===== config.mk =====
export PLATFORM = sky130hd
export DESIGN_NAME = llnp_link_store
export DESIGN_NICKNAME = d
export VERILOG_FILES = /design/src/hdl/llnp_pkg.sv /design/src/hdl/llnp_link_store.sv
export SDC_FILE = /design/constraint.sdc
export NUM_CORES = 2
export LEC_CHECK = 0
export BUFFER_PORTS_ARGS = -buffer_cell sky130_fd_sc_hd__buf_2
export CELL_PAD_IN_SITES_DETAIL_PLACEMENT = 0
export CELL_PAD_IN_SITES_GLOBAL_PLACEMENT = 1
export CORE_MARGIN = 1
export CORE_UTILIZATION = 56
export CTS_CLUSTER_DIAMETER = 200
export DETAILED_ROUTE_END_ITERATION = 16
export GPL_ROUTABILITY_DRIVEN = 0
export HOLD_SLACK_MARGIN = 0.08
export PLACE_DENSITY_LB_ADDON = 0.08
export SYNTH_ARGS = -nofsm -noshare
export SYNTH_HDL_FRONTEND = slang
export SYNTH_SLANG_ARGS = --single-unit

===== constraint.sdc =====
create_clock -name i_clk -period 3.4 [get_ports i_clk]
set_input_delay 1.02 -clock i_clk [delete_from_list [all_inputs] [get_ports i_clk]]
set_output_delay 1.02 -clock i_clk [all_outputs]
set_load 0.01 [all_outputs]

===== src/hdl/llnp_pkg.sv =====
package llnp_pkg;

    localparam int NODE_COUNT = 256;
    localparam int VALUE_BITS = 32;
    localparam int IDX_W      = $clog2(NODE_COUNT);
    localparam int STEP_W     = IDX_W + 1;
    localparam int HEAD_W     = 9;
    localparam int DATA_W     = 32;

    typedef logic [IDX_W-1:0]      t_idx;
    typedef logic [VALUE_BITS-1:0] t_value;
    typedef logic [STEP_W-1:0]     t_step;

    typedef struct packed {
        logic nil;
        t_idx idx;
    } t_ptr;

    localparam t_ptr PTR_NIL = '{nil: 1'b1, idx: '0};

    typedef enum logic [1:0] {
        OP_INS_FRONT  = 2'd0,
        OP_INS_SORTED = 2'd1,
        OP_DEL_FRONT  = 2'd2,
        OP_CMP        = 2'd3
    } t_op;

    typedef enum logic [1:0] {
        ST_DONE  = 2'd0,
        ST_FULL  = 2'd1,
        ST_EMPTY = 2'd2
    } t_status;

    typedef enum logic [3:0] {
        S_IDLE,
        S_DISPATCH,
        S_ALLOC,
        S_WALK,
        S_LINK,
        S_LINK_PREV,
        S_DELETE,
        S_CMP,
        S_FINISH
    } t_state;

    typedef struct packed {
        logic en;
        t_idx addr;
        t_ptr data;
    } t_link_wr;

    typedef struct packed {
        logic   en;
        t_idx   addr;
        t_value data;
    } t_value_wr;

    typedef struct packed {
        t_idx a;
        t_idx b;
    } t_rd_addr;

    function automatic t_ptr head_to_ptr(input logic [HEAD_W-1:0] h);
        t_ptr p;
        p.nil = h[HEAD_W-1] || ({1'b0, h} >= (HEAD_W+1)'(NODE_COUNT));
        p.idx = h[IDX_W-1:0];
        return p;
    endfunction

    function automatic logic [HEAD_W-1:0] ptr_to_head(input t_ptr p);
        logic [HEAD_W-1:0] h;
        if (p.nil) begin
            h = '1;
        end else begin
            h = HEAD_W'(p.idx);
        end
        return h;
    endfunction

endpackage


===== src/hdl/llnp_link_store.sv =====
module llnp_link_store (
    input  logic                i_clk,
    input  logic                i_rst_n,
    input  llnp_pkg::t_link_wr  i_wr,
    input  llnp_pkg::t_rd_addr  i_rd_addr,
    output llnp_pkg::t_ptr      o_rd_a,
    output llnp_pkg::t_ptr      o_rd_b
);

    llnp_pkg::t_ptr r_mem [llnp_pkg::NODE_COUNT];
    logic [llnp_pkg::NODE_COUNT-1:0] r_vld;

    llnp_pkg::t_ptr r_rd_a;
    llnp_pkg::t_ptr r_rd_b;
    logic           r_vld_a;
    logic           r_vld_b;
    llnp_pkg::t_idx r_addr_a;
    llnp_pkg::t_idx r_addr_b;

    // unwritten entry i links to node i - 1, node 0 ends the chain
    function automatic llnp_pkg::t_ptr reset_link(input llnp_pkg::t_idx a);
        llnp_pkg::t_ptr p;
        if (a == '0) begin
            p = llnp_pkg::PTR_NIL;
        end else begin
            p.nil = 1'b0;
            p.idx = a - 1'b1;
        end
        return p;
    endfunction

    always_ff @(posedge i_clk) begin
        if (!i_rst_n) begin
            r_vld <= '0;
        end else if (i_wr.en) begin
            r_vld[i_wr.addr] <= 1'b1;
        end
    end

    always_ff @(posedge i_clk) begin
        if (i_wr.en) begin
            r_mem[i_wr.addr] <= i_wr.data;
        end
        r_rd_a   <= r_mem[i_rd_addr.a];
        r_rd_b   <= r_mem[i_rd_addr.b];
        r_vld_a  <= r_vld[i_rd_addr.a];
        r_vld_b  <= r_vld[i_rd_addr.b];
        r_addr_a <= i_rd_addr.a;
        r_addr_b <= i_rd_addr.b;
    end

    assign o_rd_a = r_vld_a ? r_rd_a : reset_link(r_addr_a);
    assign o_rd_b = r_vld_b ? r_rd_b : reset_link(r_addr_b);

endmodule


==> out/qor.csv <==
metric,value,unit
share of flip-flops with an asynchronous set or reset,0,%
Die Span Y,464,um
Multi-input gate area,42000,um^2
synth-to-layout area growth,18.5,%
Final Hold Vio Count,0,
final-report setup violation count,19,
ANT nets after route,0,
fin. max-slew vios,0,
MaxCap Viol Count,0,
slew margin rel.,5.57,%
Critical Path AT,3.09,ns
Worst Hold Class,reg -> reg,
row cnt,169,
Crit Path Max Fanout,2,
final worst slack,-0.706,ns
via/cell ratio,7.17,
Worst-Skew Late Latency,0.95,ns
Layout Skew,0.0354,ns
WS Path Type,reg -> out,
Critical Path RT,2.38,ns
CTS tree,done,
Leak Pwr,47.5,nW
number of buffers created by CTS,290,
Syn Std Cell Area,120000,um^2
fin crit share,121,%
Post-route DRC,12,
RSZ-0062 raised after global routing,yes,
H-tree Lvls,5,
DR pass1 iterations,11,
drt total wl,398000,um
top cell type's share of synthesized area,57.8,%
count of different cell masters after synthesis,75,
Min-Delay Startpoint,r_vld[37],
FMAX,0.244,GHz
"EDFF count, synth",2304,
Die Span X,464,um
prevailing post-synth register cell,edfxtp_1,
YS warnings,0,
status,"complete, but fails checks",
share of layout cells above drive strength 1,37.3,%
synth cell count leaders,"edfxtp_1 (2304), mux4_2 (1112), nor2_1 (376), mux2i_1 (297), dfxtp_1 (292)",
clk slew on worst S/H paths,0.06,ns
pwr/cell area,512,nW/um^2
Global Route Usage Sum,36.9,%
Fillers,14200,
Worst setup SP type,flip-flop,
CP Launch Point,r_addr_a[0],
Worst-Margin Slew,1.38,ns
synth top area cells,"edfxtp_1 (58%), mux4_2 (21%), dfxtp_1 (4.9%)",
"count leader, synth",edfxtp_1,
"FF+latch count, synth",2596,
total power,72.6,mW
hold slack,0.486,ns
Synth Instances,6587,
post-DP HPWL,275000,um
pin count of the biggest net entering global routing,102,
Std-Cell Core Area,212000,um^2
vias in the first global route,74900,
Mean Syn Cell Area,18.2,um^2
Starting Density,56.4,%
Final Cell Area,142000,um^2
syn nets,6625,
first-pass GRT wire length,559000,um
Tmin final,4.11,ns
io pins,54,
"Seq/Total Area, Yosys",62.7,%
"area leader, netlist",edfxtp_1,
VDD IR max,0.589,mV
fin util,66.8,%
1st-iter DRT viols,11500,
Die Area,216000,um^2
clock tree sinks,2596,
NumNets Final,7671,
gr ovfl total,0,
failing checks,"design-rule violations, negative setup slack",
FF/Latch Area,75000,um^2
Critical Path Sink Type,output port,
Root Buffer,clkbuf_16,
drt wl/cell,37.2,um
initial antenna violation count,27,
routed via count,76500,
reg-to-reg critical path startpoint,r_mem[9][3],
Placed Area,132000,um^2
I/O Buffers,53,
CTS Buffer Depth,4,
==> registers in the layout, summed over array words and instances (netlist names) <==
| name | flops |
|---|---|
| r_vld | 256 |
| r_addr_a | 8 |
| r_addr_b | 8 |
| r_rd_b | 9 |
| r_vld_b | 1 |
| r_mem | 2304 |
| r_rd_a | 9 |
| r_vld_a | 1 |
==> through the flow <==
| step | TNS [ns] | setup WS [ns] | instances |
|---|---|---|---|
| 3_5_place_dp | -15.36 | -1.41 | 10100 |
| 2_1_floorplan | 0 | 0.249 | 6587 |
| 5_1_grt | -8.19 | -0.757 | 10700 |
| 6_report | -7.06 | -0.706 | 10700 |
| 4_1_cts | -8.43 | -0.758 | 10700 |
| 3_3_place_gp | -15.37 | -1.45 | 10100 |
==> cell families after synthesis <==
kind of cell,count (synthesis),synth area share [%]
adders and majority gates,2,0.0209
DFF,2596,62.7
AOI/OAI and AO/OA,1255,7.65
buffers and inverters,566,2.69
muxes,1458,24.3
xor gates and xnor gates,8,0.0585
and+or+nand+nor,702,2.58
==> report_power, final <==
group	internal (mW)	switching [mW]
clock	18.2	12.6
combinational	2.89	4.03
sequential	34.8	0.0766
total	55.9	16.7
==> final cells by class <==
| cell class | instances | area share [%] |
|---|---|---|
| antenna | 16 | 0.0282 |
| clock buffer | 386 | 5.62 |
| clock inverter | 115 | 0.832 |
| inverter | 12 | 0.0335 |
| multi-input combinational | 3425 | 29.6 |
| sequential | 2596 | 52.9 |
| tap | 2821 | 2.49 |
| timing repair buffer | 1308 | 8.51 |
==> critical path, stage by stage, from the launching register on <==
cell and delay [ns]:
dfxtp_2 0.32, inv_2 0.06, ha_4 0.13, or3b_4 0.38, or3_4 0.37, buf_6 0.14
nor3b_4 0.22, a211oi_4 0.08, a21oi_1 0.16, buf_4 0.18, buf_6 0.11
==> layout by cell type, fill, tap and decap left out, types with 12 or more instances in the layout <==
master	instances
a22o_1	84
dfxtp_1	288
a211oi_1	42
o31ai_1	23
clkbuf_1	69
o221ai_1	59
a31oi_1	27
clkbuf_16	298
a21oi_1	148
nand2b_1	21
clkinv_1	37
buf_4	1077
a2111oi_0	23
a221oi_1	84
nor4_1	13
o21ai_0	52
mux4_1	33
diode_2	16
o21ai_4	12
buf_2	19
bufinv_16	24
a22oi_1	262
clkbuf_8	24
mux4_2	1112
buf_12	167
buf_6	31
nor3_1	63
mux2_2	12
o21a_1	257
o22ai_1	95
edfxtp_1	2304
clkinv_2	42
nand3_1	23
nand2_1	109
nor2b_1	18
mux2i_1	297
nor2_1	370
==> repair_timing <==
item / in CTS / in global routing
hold buffers: 0 / 0
setup buffers: 19 / 7
resized for setup: 97 / 33
setup endpoints to repair: 21 / 22
pin swaps: 19 / 19
==> routing by layer <==
layer  up-vias  share of wire [%]  track usage (%)
li1      30300                  -                -
met2      5237                 45             54.7
met1     40200                 38             52.1
met4        14                4.5             15.2
met5         -              0.021                0
met3       767                 13             9.95
==> final timing paths <==
path                to  slack, ns  depth (start not counted)
max          o_rd_a[6]      -0.71                         10
min          r_vld[37]       0.49                          1
max reg2reg  r_rd_a[3]       0.32                          7
min reg2reg  r_vld[37]       0.49                          1
Note: power is estimated with default switching activity, not from simulation.
